File: src/tur_pkg.sv
// Shared constants, types and helper functions of the tile usage run extract / remap block.
package tur_pkg;

	// Sizing
	localparam int MAX_TILES    = 2048;
	localparam int MAX_PIECES   = 16;
	localparam int RESULT_LIMIT = 32;

	// Fixed field widths of the channels
	localparam int TILE_W = 11;
	localparam int WH_W   = 3;
	localparam int AREA_W = 2 * WH_W;
	localparam int KIND_W = 2;
	localparam int VA_W   = 11;
	localparam int VB_W   = 12;

	// Bitmap organization: one memory word holds WORD_W tile bits
	localparam int WORD_W  = (MAX_TILES < 32) ? MAX_TILES : 32;
	localparam int WORDS   = MAX_TILES / WORD_W;
	localparam int BIT_W   = $clog2(WORD_W);
	localparam int WADDR_W = (WORDS > 1) ? $clog2(WORDS) : 1;
	localparam int TADDR_W = WADDR_W + BIT_W;
	localparam int RANK_W  = TADDR_W + 1;
	localparam int SPAN_W  = ((TILE_W > TADDR_W) ? TILE_W : TADDR_W) + 1;

	// Counters
	localparam int CNT_W  = $clog2(MAX_PIECES + 1);
	localparam int PIDX_W = (MAX_PIECES > 1) ? $clog2(MAX_PIECES) : 1;
	localparam int RC_W   = $clog2(RESULT_LIMIT);

	typedef enum logic [KIND_W-1:0] {
		KIND_RUN   = 2'd0,
		KIND_REMAP = 2'd1,
		KIND_EMPTY = 2'd2
	} kind_t;

	typedef enum logic [3:0] {
		ST_IDLE,
		ST_MARK_RD,
		ST_MARK_WR,
		ST_SCAN_FETCH,
		ST_SCAN_LOAD,
		ST_SCAN_RUN,
		ST_REMAP_RD,
		ST_REMAP_MAP,
		ST_REMAP_OUT,
		ST_EMPTY,
		ST_CLEAR
	} state_t;

	// Bitmap memory access request
	typedef struct packed {
		logic               rd_en;
		logic               wr_en;
		logic               clr;
		logic [WADDR_W-1:0] addr;
		logic [WORD_W-1:0]  wdata;
	} bmp_req_t;

	typedef struct packed {
		logic             hit;
		logic [BIT_W-1:0] idx;
	} find_t;

	function automatic logic [BIT_W:0] popcount(input logic [WORD_W-1:0] v);
		logic [BIT_W:0] sum;
		sum = '0;
		for (int i = 0; i < WORD_W; i++) begin
			sum = sum + (BIT_W+1)'(v[i]);
		end
		return sum;
	endfunction

	// Lowest set bit
	function automatic find_t find_first(input logic [WORD_W-1:0] v);
		find_t r;
		r = '0;
		for (int i = WORD_W - 1; i >= 0; i--) begin
			if (v[i]) begin
				r.hit = 1'b1;
				r.idx = BIT_W'(i);
			end
		end
		return r;
	endfunction

	// Bits strictly below position off
	function automatic logic [WORD_W-1:0] low_mask(input logic [BIT_W-1:0] off);
		logic [WORD_W-1:0] ones;
		ones = '1;
		return ~(ones << off);
	endfunction

	// Bits lo..hi inclusive
	function automatic logic [WORD_W-1:0] span_mask(input logic [BIT_W-1:0] lo,
		input logic [BIT_W-1:0] hi);
		logic [WORD_W-1:0] ones;
		ones = '1;
		return (ones << lo) & (ones >> (BIT_W'(WORD_W - 1) - hi));
	endfunction

endpackage

File: src/tur_if.sv
// Valid/ready channel interfaces for pieces in and results out.
interface tur_in_if;
	logic                      valid;
	logic                      ready;
	logic                      piece_valid;
	logic [tur_pkg::TILE_W-1:0] piece_tile;
	logic [tur_pkg::WH_W-1:0]   piece_width;
	logic [tur_pkg::WH_W-1:0]   piece_height;
	logic                      frame_end;

	modport source (output valid, piece_valid, piece_tile, piece_width, piece_height,
		frame_end, input ready);
	modport sink (input valid, piece_valid, piece_tile, piece_width, piece_height,
		frame_end, output ready);
endinterface

interface tur_out_if;
	logic                      valid;
	logic                      ready;
	logic [tur_pkg::KIND_W-1:0] kind;
	logic [tur_pkg::VA_W-1:0]   value_a;
	logic [tur_pkg::VB_W-1:0]   value_b;
	logic                      overflow;
	logic                      last;

	modport source (output valid, kind, value_a, value_b, overflow, last, input ready);
	modport sink (input valid, kind, value_a, value_b, overflow, last, output ready);
endinterface

File: src/tur_bitmap.sv
// Tile usage bitmap: word memory with per-word valid bits and registered read.
module tur_bitmap (
	input  logic                         clk,
	input  logic                         arst_n,
	input  tur_pkg::bmp_req_t            req,
	output logic [tur_pkg::WORD_W-1:0]   rdata
);

	logic [tur_pkg::WORD_W-1:0] mem [tur_pkg::WORDS];
	logic [tur_pkg::WORDS-1:0]  word_vld_q;
	logic [tur_pkg::WORD_W-1:0] rdata_q;
	logic                       rvld_q;

	// A word never written since the last clear reads as all zero
	always_ff @(posedge clk or negedge arst_n) begin
		if (!arst_n) begin
			word_vld_q <= '0;
			rvld_q     <= 1'b0;
		end else begin
			if (req.clr) begin
				word_vld_q <= '0;
			end else if (req.wr_en) begin
				word_vld_q[req.addr] <= 1'b1;
			end
			if (req.rd_en) begin
				rvld_q <= word_vld_q[req.addr];
			end
		end
	end

	always_ff @(posedge clk) begin
		if (req.wr_en) begin
			mem[req.addr] <= req.wdata;
		end
		if (req.rd_en) begin
			rdata_q <= mem[req.addr];
		end
	end

	assign rdata = rvld_q ? rdata_q : '0;

endmodule

File: src/tile_usage_run_extract_remap.sv
// Top level: sprite frame tile usage marking, run extraction and piece start remapping.
//
// Pieces of one sprite frame arrive one beat at a time; each covers width*height
// consecutive tiles from its start tile, and those tiles are set in a 2048-bit usage
// bitmap held as 64 words of 32 bits in a single-port memory. A piece beat that is
// dropped (more than 16 pieces, or tiles beyond the top of the bitmap) or covers no
// tile needs no bitmap access; otherwise each bitmap word it touches is read, then
// ORed and written back. The beat with frame_end set starts the frame-end pass: word
// 0 is fetched, then each word is loaded, with the next one prefetched, and searched
// for run edges; each run of used tiles is sent as kind 0 (start, length), and a running
// tile count per word is stored in a rank memory. Then every kept piece, in arrival
// order, is sent as kind 1 with its new start (used tiles below its old start), read
// from the piece start store, the bitmap and the rank memory. A frame sends at most 32
// results, and a frame with no kept piece gives one kind 2 beat. The last result of a
// frame carries last, and overflow is set on every result of a frame that dropped a
// piece. Result beats wait while the result side holds ready low. The bitmap is
// cleared by dropping its per-word valid bits at once, so there is no clearing pass
// after reset or between frames. A new piece beat is taken once the bitmap is cleared,
// in the cycle after the final result of the previous frame enters the output register.
module tile_usage_run_extract_remap (
	input  logic        clk,
	input  logic        arst_n,
	tur_in_if.sink      pieces,
	tur_out_if.source   results
);

	tur_pkg::state_t state_q, state_d;

	// Frame bookkeeping
	logic [tur_pkg::CNT_W-1:0]   count_q;
	logic                        dropped_q;
	logic                        end_pend_q;
	logic [tur_pkg::RC_W-1:0]    res_cnt_q;

	// Piece marking
	logic [tur_pkg::WADDR_W-1:0] wcur_q, wfirst_q, wlast_q;
	logic [tur_pkg::BIT_W-1:0]   fbit_q, lbit_q;

	// Scan
	logic [tur_pkg::WADDR_W-1:0] w_q;
	logic [tur_pkg::WORD_W-1:0]  cur_q;
	logic [tur_pkg::BIT_W-1:0]   pos_q;
	logic                        in_run_q;
	logic [tur_pkg::TADDR_W-1:0] run_start_q;
	logic [tur_pkg::RANK_W-1:0]  acc_q;

	// Remap
	logic [tur_pkg::CNT_W-1:0]   p_q;
	logic [tur_pkg::TILE_W-1:0]  ps_rd_q;
	logic [tur_pkg::BIT_W-1:0]   off_q;
	logic [tur_pkg::RANK_W-1:0]  rank_rd_q;

	// Memories local to the top level
	logic [tur_pkg::TILE_W-1:0]  pstore_mem [tur_pkg::MAX_PIECES];
	logic [tur_pkg::RANK_W-1:0]  rank_mem [tur_pkg::WORDS];

	// Output register
	logic                        out_vld_q;
	tur_pkg::kind_t              out_kind_q;
	logic [tur_pkg::VA_W-1:0]    out_a_q;
	logic [tur_pkg::VB_W-1:0]    out_b_q;
	logic                        out_ovf_q;
	logic                        out_last_q;

	logic                        out_load;
	tur_pkg::kind_t              out_kind_d;
	logic [tur_pkg::VA_W-1:0]    out_a_d;
	logic [tur_pkg::VB_W-1:0]    out_b_d;
	logic                        out_last_d;
	logic                        out_free;

	tur_pkg::bmp_req_t           bmp_req;
	logic [tur_pkg::WORD_W-1:0]  bmp_rdata;

	// Input decode
	logic                        fire;
	logic [tur_pkg::AREA_W-1:0]  area;
	logic [tur_pkg::SPAN_W-1:0]  tile_x, span_end, last_tile;
	logic                        drop;
	logic                        take_piece;
	logic                        mark_need;
	logic [tur_pkg::CNT_W-1:0]   count_nx;

	// Datapath helpers
	logic [tur_pkg::WORD_W-1:0]  mark_mask;
	logic [tur_pkg::BIT_W-1:0]   mask_lo, mask_hi;
	tur_pkg::find_t              srch;
	logic [tur_pkg::RANK_W-1:0]  run_len_mid, run_len_top;
	logic                        res_lim;
	logic                        p_final;
	logic [tur_pkg::SPAN_W-1:0]  ps_x;
	logic [tur_pkg::WADDR_W-1:0] remap_word;
	logic [tur_pkg::RANK_W-1:0]  remap_below;

	tur_bitmap u_bitmap (
		.clk    (clk),
		.arst_n (arst_n),
		.req    (bmp_req),
		.rdata  (bmp_rdata)
	);

	assign fire       = pieces.valid && pieces.ready;
	// widen both factors first so the product keeps all six bits
	assign area       = tur_pkg::AREA_W'(pieces.piece_width) *
	                    tur_pkg::AREA_W'(pieces.piece_height);
	assign tile_x     = tur_pkg::SPAN_W'(pieces.piece_tile);
	assign span_end   = tile_x + tur_pkg::SPAN_W'(area);
	assign last_tile  = span_end - tur_pkg::SPAN_W'(1);
	assign drop       = (count_q >= tur_pkg::CNT_W'(tur_pkg::MAX_PIECES)) ||
	                    (tile_x >= tur_pkg::SPAN_W'(tur_pkg::MAX_TILES)) ||
	                    (span_end > tur_pkg::SPAN_W'(tur_pkg::MAX_TILES));
	assign take_piece = fire && pieces.piece_valid && !drop;
	assign mark_need  = take_piece && (area != '0);
	assign count_nx   = take_piece ? count_q + tur_pkg::CNT_W'(1) : count_q;

	// Bits of the current word that the piece covers
	assign mask_lo   = (wcur_q == wfirst_q) ? fbit_q : '0;
	assign mask_hi   = (wcur_q == wlast_q) ? lbit_q : tur_pkg::BIT_W'(tur_pkg::WORD_W - 1);
	assign mark_mask = tur_pkg::span_mask(mask_lo, mask_hi);

	// Next run edge at or above the cursor: a used bit outside a run, a free bit inside
	assign srch = tur_pkg::find_first((in_run_q ? ~cur_q : cur_q) &
		~tur_pkg::low_mask(pos_q));
	assign run_len_mid = tur_pkg::RANK_W'({w_q, srch.idx}) - tur_pkg::RANK_W'(run_start_q);
	assign run_len_top = tur_pkg::RANK_W'(tur_pkg::MAX_TILES) -
		tur_pkg::RANK_W'(run_start_q);

	assign res_lim = (res_cnt_q == tur_pkg::RC_W'(tur_pkg::RESULT_LIMIT - 1));
	assign p_final = (p_q == count_q - tur_pkg::CNT_W'(1));

	assign ps_x        = tur_pkg::SPAN_W'(ps_rd_q);
	assign remap_word  = ps_x[tur_pkg::TADDR_W-1:tur_pkg::BIT_W];
	assign remap_below = rank_rd_q +
		tur_pkg::RANK_W'(tur_pkg::popcount(bmp_rdata & tur_pkg::low_mask(off_q)));

	assign out_free = !out_vld_q || results.ready;

	// Next state, memory requests and result loading
	always_comb begin
		state_d    = state_q;
		bmp_req    = '0;
		out_load   = 1'b0;
		out_kind_d = tur_pkg::KIND_RUN;
		out_a_d    = '0;
		out_b_d    = '0;
		out_last_d = 1'b0;
		case (state_q)
			tur_pkg::ST_IDLE: begin
				if (fire) begin
					if (mark_need) begin
						state_d = tur_pkg::ST_MARK_RD;
					end else if (pieces.frame_end) begin
						state_d = (count_nx == '0) ? tur_pkg::ST_EMPTY : tur_pkg::ST_SCAN_FETCH;
					end
				end
			end
			tur_pkg::ST_MARK_RD: begin
				bmp_req.rd_en = 1'b1;
				bmp_req.addr  = wcur_q;
				state_d       = tur_pkg::ST_MARK_WR;
			end
			tur_pkg::ST_MARK_WR: begin
				bmp_req.wr_en = 1'b1;
				bmp_req.addr  = wcur_q;
				bmp_req.wdata = bmp_rdata | mark_mask;
				if (wcur_q == wlast_q) begin
					state_d = end_pend_q ? tur_pkg::ST_SCAN_FETCH : tur_pkg::ST_IDLE;
				end else begin
					state_d = tur_pkg::ST_MARK_RD;
				end
			end
			tur_pkg::ST_SCAN_FETCH: begin
				bmp_req.rd_en = 1'b1;
				bmp_req.addr  = '0;
				state_d       = tur_pkg::ST_SCAN_LOAD;
			end
			tur_pkg::ST_SCAN_LOAD: begin
				// prefetch the next word; the read register holds it until the current one is done
				bmp_req.rd_en = 1'b1;
				bmp_req.addr  = w_q + tur_pkg::WADDR_W'(1);
				state_d       = tur_pkg::ST_SCAN_RUN;
			end
			tur_pkg::ST_SCAN_RUN: begin
				if (srch.hit) begin
					if (in_run_q && out_free) begin
						out_load   = 1'b1;
						out_kind_d = tur_pkg::KIND_RUN;
						out_a_d    = tur_pkg::VA_W'(run_start_q);
						out_b_d    = tur_pkg::VB_W'(run_len_mid);
						out_last_d = res_lim;
						if (res_lim) begin
							state_d = tur_pkg::ST_CLEAR;
						end
					end
				end else if (w_q != tur_pkg::WADDR_W'(tur_pkg::WORDS - 1)) begin
					state_d = tur_pkg::ST_SCAN_LOAD;
				end else if (in_run_q) begin
					// run reaching the top tile ends there
					if (out_free) begin
						out_load   = 1'b1;
						out_kind_d = tur_pkg::KIND_RUN;
						out_a_d    = tur_pkg::VA_W'(run_start_q);
						out_b_d    = tur_pkg::VB_W'(run_len_top);
						out_last_d = res_lim;
						state_d    = res_lim ? tur_pkg::ST_CLEAR : tur_pkg::ST_REMAP_RD;
					end
				end else begin
					state_d = tur_pkg::ST_REMAP_RD;
				end
			end
			tur_pkg::ST_REMAP_RD: begin
				state_d = tur_pkg::ST_REMAP_MAP;
			end
			tur_pkg::ST_REMAP_MAP: begin
				bmp_req.rd_en = 1'b1;
				bmp_req.addr  = remap_word;
				state_d       = tur_pkg::ST_REMAP_OUT;
			end
			tur_pkg::ST_REMAP_OUT: begin
				if (out_free) begin
					out_load   = 1'b1;
					out_kind_d = tur_pkg::KIND_REMAP;
					out_a_d    = tur_pkg::VA_W'(remap_below);
					out_b_d    = tur_pkg::VB_W'(p_q);
					out_last_d = res_lim || p_final;
					state_d    = (res_lim || p_final) ? tur_pkg::ST_CLEAR : tur_pkg::ST_REMAP_RD;
				end
			end
			tur_pkg::ST_EMPTY: begin
				if (out_free) begin
					out_load   = 1'b1;
					out_kind_d = tur_pkg::KIND_EMPTY;
					out_last_d = 1'b1;
					state_d    = tur_pkg::ST_CLEAR;
				end
			end
			tur_pkg::ST_CLEAR: begin
				bmp_req.clr = 1'b1;
				state_d     = tur_pkg::ST_IDLE;
			end
			default: begin
				state_d = tur_pkg::ST_IDLE;
			end
		endcase
	end

	// Control state
	always_ff @(posedge clk or negedge arst_n) begin
		if (!arst_n) begin
			state_q    <= tur_pkg::ST_IDLE;
			count_q    <= '0;
			dropped_q  <= 1'b0;
			end_pend_q <= 1'b0;
			res_cnt_q  <= '0;
			out_vld_q  <= 1'b0;
			w_q        <= '0;
			pos_q      <= '0;
			in_run_q   <= 1'b0;
			p_q        <= '0;
		end else begin
			state_q <= state_d;
			if (out_load) begin
				out_vld_q <= 1'b1;
				res_cnt_q <= res_cnt_q + tur_pkg::RC_W'(1);
			end else if (results.ready) begin
				out_vld_q <= 1'b0;
			end
			case (state_q)
				tur_pkg::ST_IDLE: begin
					if (fire) begin
						end_pend_q <= pieces.frame_end;
						if (pieces.piece_valid && drop) begin
							dropped_q <= 1'b1;
						end
						count_q <= count_nx;
					end
				end
				tur_pkg::ST_SCAN_FETCH: begin
					w_q      <= '0;
					in_run_q <= 1'b0;
					p_q      <= '0;
				end
				tur_pkg::ST_SCAN_LOAD: begin
					pos_q <= '0;
				end
				tur_pkg::ST_SCAN_RUN: begin
					if (srch.hit) begin
						// open a run, or close it once its beat is loaded
						if (!in_run_q || out_free) begin
							in_run_q <= !in_run_q;
							pos_q    <= srch.idx;
						end
					end else if (w_q != tur_pkg::WADDR_W'(tur_pkg::WORDS - 1)) begin
						w_q <= w_q + tur_pkg::WADDR_W'(1);
					end
				end
				tur_pkg::ST_REMAP_OUT: begin
					if (out_free) begin
						p_q <= p_q + tur_pkg::CNT_W'(1);
					end
				end
				tur_pkg::ST_CLEAR: begin
					count_q   <= '0;
					dropped_q <= 1'b0;
					res_cnt_q <= '0;
				end
				default: begin
				end
			endcase
		end
	end

	// Datapath registers
	always_ff @(posedge clk) begin
		case (state_q)
			tur_pkg::ST_IDLE: begin
				if (mark_need) begin
					wfirst_q <= tile_x[tur_pkg::TADDR_W-1:tur_pkg::BIT_W];
					wcur_q   <= tile_x[tur_pkg::TADDR_W-1:tur_pkg::BIT_W];
					fbit_q   <= tile_x[tur_pkg::BIT_W-1:0];
					wlast_q  <= last_tile[tur_pkg::TADDR_W-1:tur_pkg::BIT_W];
					lbit_q   <= last_tile[tur_pkg::BIT_W-1:0];
				end
			end
			tur_pkg::ST_MARK_WR: begin
				wcur_q <= wcur_q + tur_pkg::WADDR_W'(1);
			end
			tur_pkg::ST_SCAN_FETCH: begin
				acc_q <= '0;
			end
			tur_pkg::ST_SCAN_LOAD: begin
				cur_q <= bmp_rdata;
				acc_q <= acc_q + tur_pkg::RANK_W'(tur_pkg::popcount(bmp_rdata));
			end
			tur_pkg::ST_SCAN_RUN: begin
				if (srch.hit && !in_run_q) begin
					run_start_q <= {w_q, srch.idx};
				end
			end
			tur_pkg::ST_REMAP_MAP: begin
				off_q <= ps_x[tur_pkg::BIT_W-1:0];
			end
			default: begin
			end
		endcase
		if (out_load) begin
			out_kind_q <= out_kind_d;
			out_a_q    <= out_a_d;
			out_b_q    <= out_b_d;
			out_ovf_q  <= dropped_q;
			out_last_q <= out_last_d;
		end
	end

	// Piece start store: written on a kept piece, read one entry per remap step
	always_ff @(posedge clk) begin
		if (take_piece) begin
			pstore_mem[count_q[tur_pkg::PIDX_W-1:0]] <= pieces.piece_tile;
		end
		if (state_q == tur_pkg::ST_REMAP_RD) begin
			ps_rd_q <= pstore_mem[p_q[tur_pkg::PIDX_W-1:0]];
		end
	end

	// Rank memory: used tiles below each word, filled during the scan
	always_ff @(posedge clk) begin
		if (state_q == tur_pkg::ST_SCAN_LOAD) begin
			rank_mem[w_q] <= acc_q;
		end
		if (state_q == tur_pkg::ST_REMAP_MAP) begin
			rank_rd_q <= rank_mem[remap_word];
		end
	end

	assign pieces.ready     = (state_q == tur_pkg::ST_IDLE);
	assign results.valid    = out_vld_q;
	assign results.kind     = out_kind_q;
	assign results.value_a  = out_a_q;
	assign results.value_b  = out_b_q;
	assign results.overflow = out_ovf_q;
	assign results.last     = out_last_q;

endmodule

File: src/flat_wrapper.sv
// flat-port wrapper written by rule: the top's interface ports become plain ports
module tile_usage_run_extract_remap_flat 
  (clk, arst_n, pieces_valid, pieces_piece_valid, pieces_piece_tile, pieces_piece_width, pieces_piece_height, pieces_frame_end, pieces_ready, results_valid, results_kind, results_value_a, results_value_b, results_overflow, results_last, results_ready);
  tur_in_if pieces_i ();
  tur_out_if results_i ();
  input  logic clk;
  input  logic arst_n;
  input wire logic [$bits(pieces_i.valid)-1:0] pieces_valid;
  input wire logic [$bits(pieces_i.piece_valid)-1:0] pieces_piece_valid;
  input wire logic [$bits(pieces_i.piece_tile)-1:0] pieces_piece_tile;
  input wire logic [$bits(pieces_i.piece_width)-1:0] pieces_piece_width;
  input wire logic [$bits(pieces_i.piece_height)-1:0] pieces_piece_height;
  input wire logic [$bits(pieces_i.frame_end)-1:0] pieces_frame_end;
  output wire logic [$bits(pieces_i.ready)-1:0] pieces_ready;
  output wire logic [$bits(results_i.valid)-1:0] results_valid;
  output wire logic [$bits(results_i.kind)-1:0] results_kind;
  output wire logic [$bits(results_i.value_a)-1:0] results_value_a;
  output wire logic [$bits(results_i.value_b)-1:0] results_value_b;
  output wire logic [$bits(results_i.overflow)-1:0] results_overflow;
  output wire logic [$bits(results_i.last)-1:0] results_last;
  input wire logic [$bits(results_i.ready)-1:0] results_ready;
  assign pieces_i.valid = pieces_valid;
  assign pieces_i.piece_valid = pieces_piece_valid;
  assign pieces_i.piece_tile = pieces_piece_tile;
  assign pieces_i.piece_width = pieces_piece_width;
  assign pieces_i.piece_height = pieces_piece_height;
  assign pieces_i.frame_end = pieces_frame_end;
  assign pieces_ready = pieces_i.ready;
  assign results_valid = results_i.valid;
  assign results_kind = results_i.kind;
  assign results_value_a = results_i.value_a;
  assign results_value_b = results_i.value_b;
  assign results_overflow = results_i.overflow;
  assign results_last = results_i.last;
  assign results_i.ready = results_ready;
  tile_usage_run_extract_remap u_core (.clk(clk), .arst_n(arst_n), .pieces(pieces_i), .results(results_i));
endmodule
File: config.mk
export PLATFORM = sky130hd
export DESIGN_NAME = tile_usage_run_extract_remap_flat
export DESIGN_NICKNAME = d
export VERILOG_FILES = /design/src/tur_pkg.sv /design/src/tur_if.sv /design/src/tur_bitmap.sv /design/src/tile_usage_run_extract_remap.sv /design/src/flat_wrapper.sv
export SDC_FILE = /design/constraint.sdc
export NUM_CORES = 2
export LEC_CHECK = 0
export ABC_AREA = 1
export BUFFER_PORTS_ARGS = -buffer_cell sky130_fd_sc_hd__buf_2
export CAP_MARGIN = 20
export CORE_ASPECT_RATIO = 1.2
export CORE_UTILIZATION = 45
export CTS_CLUSTER_DIAMETER = 60
export DETAILED_ROUTE_END_ITERATION = 16
export SKIP_CTS_REPAIR_TIMING = 1
export SYNTH_ARGS = -nofsm -noshare
export SYNTH_HDL_FRONTEND = slang
export SYNTH_SLANG_ARGS = --single-unit
File: constraint.sdc
create_clock -name clk -period 11.02 [get_ports clk]
set_clock_uncertainty 0.1 [all_clocks]
set_input_delay 1.102 -clock clk [delete_from_list [all_inputs] [get_ports clk]]
set_output_delay 1.102 -clock clk [all_outputs]
set_load 0.03 [all_outputs]
==> metrics.cfg <==
[sta]
setup_viol=0
fin_crit_ps=7557
finalCritPeriodShare_pct=68.58
fin_ws_ps=3463
tightest_slew_ps=1283
hold_violations=0
max_slew_margin_pct=13.29
rsz0062_at_grt=no
final_max_slew_viol_count=0
tns_ps=0
max_freq_mhz=132.3

[routing]
totalWireLength_mm=380.8
wl_met2_mm=181.6
dr.pass1.iters=8
drt-wirelength-per-cell_um=29.51
ant_nets=0
top_layer=met5
m1WireLength_mm=145.0
route.detailed.drc=0
wl_met3_mm=32.02
vias=77960
drt-initial-drc-count=8996
vias_per_cell=6.041

[clock_tree]
clock_latency_ps=900
root_buffer=clkbuf_16
htreeDepth=5
cts_tree=done
cts_max_path_buffers=4
clkTransAtPathRegs_ps=60
cts-buffers-inserted=327
clock_sinks=3195

[global_route]
grt_pass1_vias=75290
grt_pass1_wl_mm=541.7
overflow=0
grt_max_degree=143
grt_usage_pct=26.55
antenna_found_initial=14

[yosys]
synth_compound_area_share_pct=10.71
synthesis.nets=9012
synth_mux_area_share_pct=0
synth_seq_cells=3195
ys_warn_count=0
avgSynthCellArea_sq_um=14.15
seq_area_frac_synth_pct=76.04
yosys-top-cells-area=edfxtp_1 (74%), nand2_1 (3.4%), nor2_1 (2.8%), o21ai_0 (2.8%), a22oi_1 (2.0%)
netlist_instances=8873
synth_top_area_share_pct=74.06
netlist_area_sq_um=125500
synth_adder_area_share_pct=1.473
async_reset_ff_share_pct=3.099
synthSimpleGateAreaFrac_pct=8.332
netlist-cell-type-count=64
synth_edf_count=3096
synth_top_family_by_area=compound AO/OA/AOI/OAI gates
synth_xor_area_share_pct=0.5652
yosysTopAreaCell=edfxtp_1
ys.flop_type=edfxtp_1

[power]
p_leak_uw=0.04593
ir_worst_vdd_uv=1057
power_density_nw_per_um2=313.6

[layout]
final_cell_mix=edfxtp_1 (3096), nand2_1 (1152), nor2_1 (858)
nets=9156
drive_above_1_share_pct=9.633
layout_commonest_cell=edfxtp_1
syn2layout_area_growth_pct=12.65
utilization_pct=50.91

[setup_path]
cp_max_fo=27
crit_path_end=u_core.results.value_a[10]
cp-end-kind=flip-flop
rrSetupSlack_ps=3460
slowest_delay_ps=590
cp.arrival_ps=8130
crit_top_cell=fa_1
worst_path_max_delay_cell=fa_1
startpoint=u_core.u_bitmap.rvld_q
crit_required_ps=11590
path_delay_family=adder cells
worstSetupPathType=reg -> reg
start_kind=flip-flop
reg2regPathDepth=26
timing.rr.start=u_core.u_bitmap.rvld_q
crit_cells=26
regToRegEndpoint=u_core.results.value_a[10]
path_buf_inv=3

[floorplanning]
fp.dieArea_sq_um=281100
die_w_um=484.1
rows=212
core_region_area_sq_um=277700
io_pins=52
die-height_um=580.6
initial_core_util_pct=45.20

[place]
place_ws_ps=3539
io_buffers=51
place.gp.congestion=0.9332
hpwlAfterDp_mm=216.9

[min_path]
holdCritPathClass=in -> async

[run]
maxCapViolCount=0

[run_status]
run_status=complete, no violations

[synthesized netlist by cell type (all sizes together), types with 5 or more instances]
cell type	count
a211oi	6
a21oi	194
a221oi	179
a22o	190
a22oi	330
a31oi	20
a41oi	25
and3	5
buf	197
clkbuf	291
clkinv	6
dfrtp	99
edfxtp	3096
fa	53
ha	63
inv	419
nand2	1155
nand3	134
nand4	232
nor2	930
nor3	40
nor3b	6
nor4	6
o2111ai	10
o211ai	25
o21ai	703
o21bai	8
o221ai	47
o22ai	256
o2bb2ai	7
o311ai	5
o31ai	8
o32ai	16
or2	7
xnor2	20
xor2	61
[through the flow]
step / hold slack (ps) / cell area, sq um / std cells / power, uW
after floorplan: 300.3 / 125500 / 8873 / 27000
after global placement: 346.2 / 131000 / 12280 / 33870
after detailed placement: 327.1 / 131100 / 12290 / 33880
after CTS: 70.34 / 141000 / 12860 / 44320
after global routing: 116.7 / 141400 / 12900 / 46680
final: 109.2 / 141400 / 12900 / 44340
[kinds of logic (layout without fill, tap and decap cells)]
logic type                 count (synthesis)  count (layout)
xor gates and xnor gates                  81              81
other                                      0               6
buffers and inverters                    913            1300
adders and majority gates                116             116
and+or+nand+nor                         2524            2524
AOI/OAI and AO/OA                       2044            2044
DFF                                     3195            3195
[worst min path at each step]
stage | end | cells past startpoint
2_1_floorplan | u_core.off_q[0] | 0
3_3_place_gp | u_core.off_q[2] | 0
3_5_place_dp | u_core.off_q[2] | 0
4_1_cts | u_core.p_q[1] | 1
5_1_grt | u_core.p_q[2] | 1
6_report | u_core.p_q[1] | 1
[where the power goes]
| group | leakage, uW | switching [uW] | internal (uW) |
|---|---|---|---|
| clock network | 0.00485 | 4590 | 5900 |
| registers | 0.0284 | 231 | 15400 |
| logic | 0.0127 | 12800 | 5390 |
[state kept, by name (all words and copies together) (netlist names), 12 cells and up]
register	flops
u_core.cur_q	32
u_core.u_bitmap.word_vld_q	64
u_core.u_bitmap.mem	2048
u_core.u_bitmap.rdata_q	32
u_core.results.value_b	12
u_core.pstore_mem	176
u_core.rank_mem	704
[routing by layer]
metal / GRT usage (%) / vias up
met5: 0 / -
met4: 14.07 / 6
met3: 4.320 / 777
met2: 43.06 / 3892
met1: 34.36 / 39500
li1: - / 33780
[area by class of cell]
class | count | area, sq um
diodes | 6 | 15.01
well taps | 3638 | 4552
multi-input cells | 4765 | 27370
clock inverters | 159 | 1249
repair buffers | 303 | 2445
flip-flops and latches | 3195 | 95450
clock buffers | 413 | 8675
inverters | 425 | 1650
fillers | 22950 | 136300
[worst reg2reg max path, cell delays in order (launching register included)]
cell and delay [ps]:
dfrtp_1 450, buf_4 330, nand2_1 180, inv_1 210, nand3_1 150, fa_1 540, fa_1 590, fa_1 460
fa_1 570, fa_1 440, fa_1 460, fa_1 450, fa_1 480, xnor2_1 160, ha_1 350, nand2_1 70
o21ai_0 250, nand2_1 80, inv_1 80, nor2_1 50, o21bai_1 160, nand2_1 90, nor2_1 130, nand2_1 90
nor2_1 120, xnor2_1 70, o32ai_1 270
No activity file was read; power rests on OpenSTA's default activity.
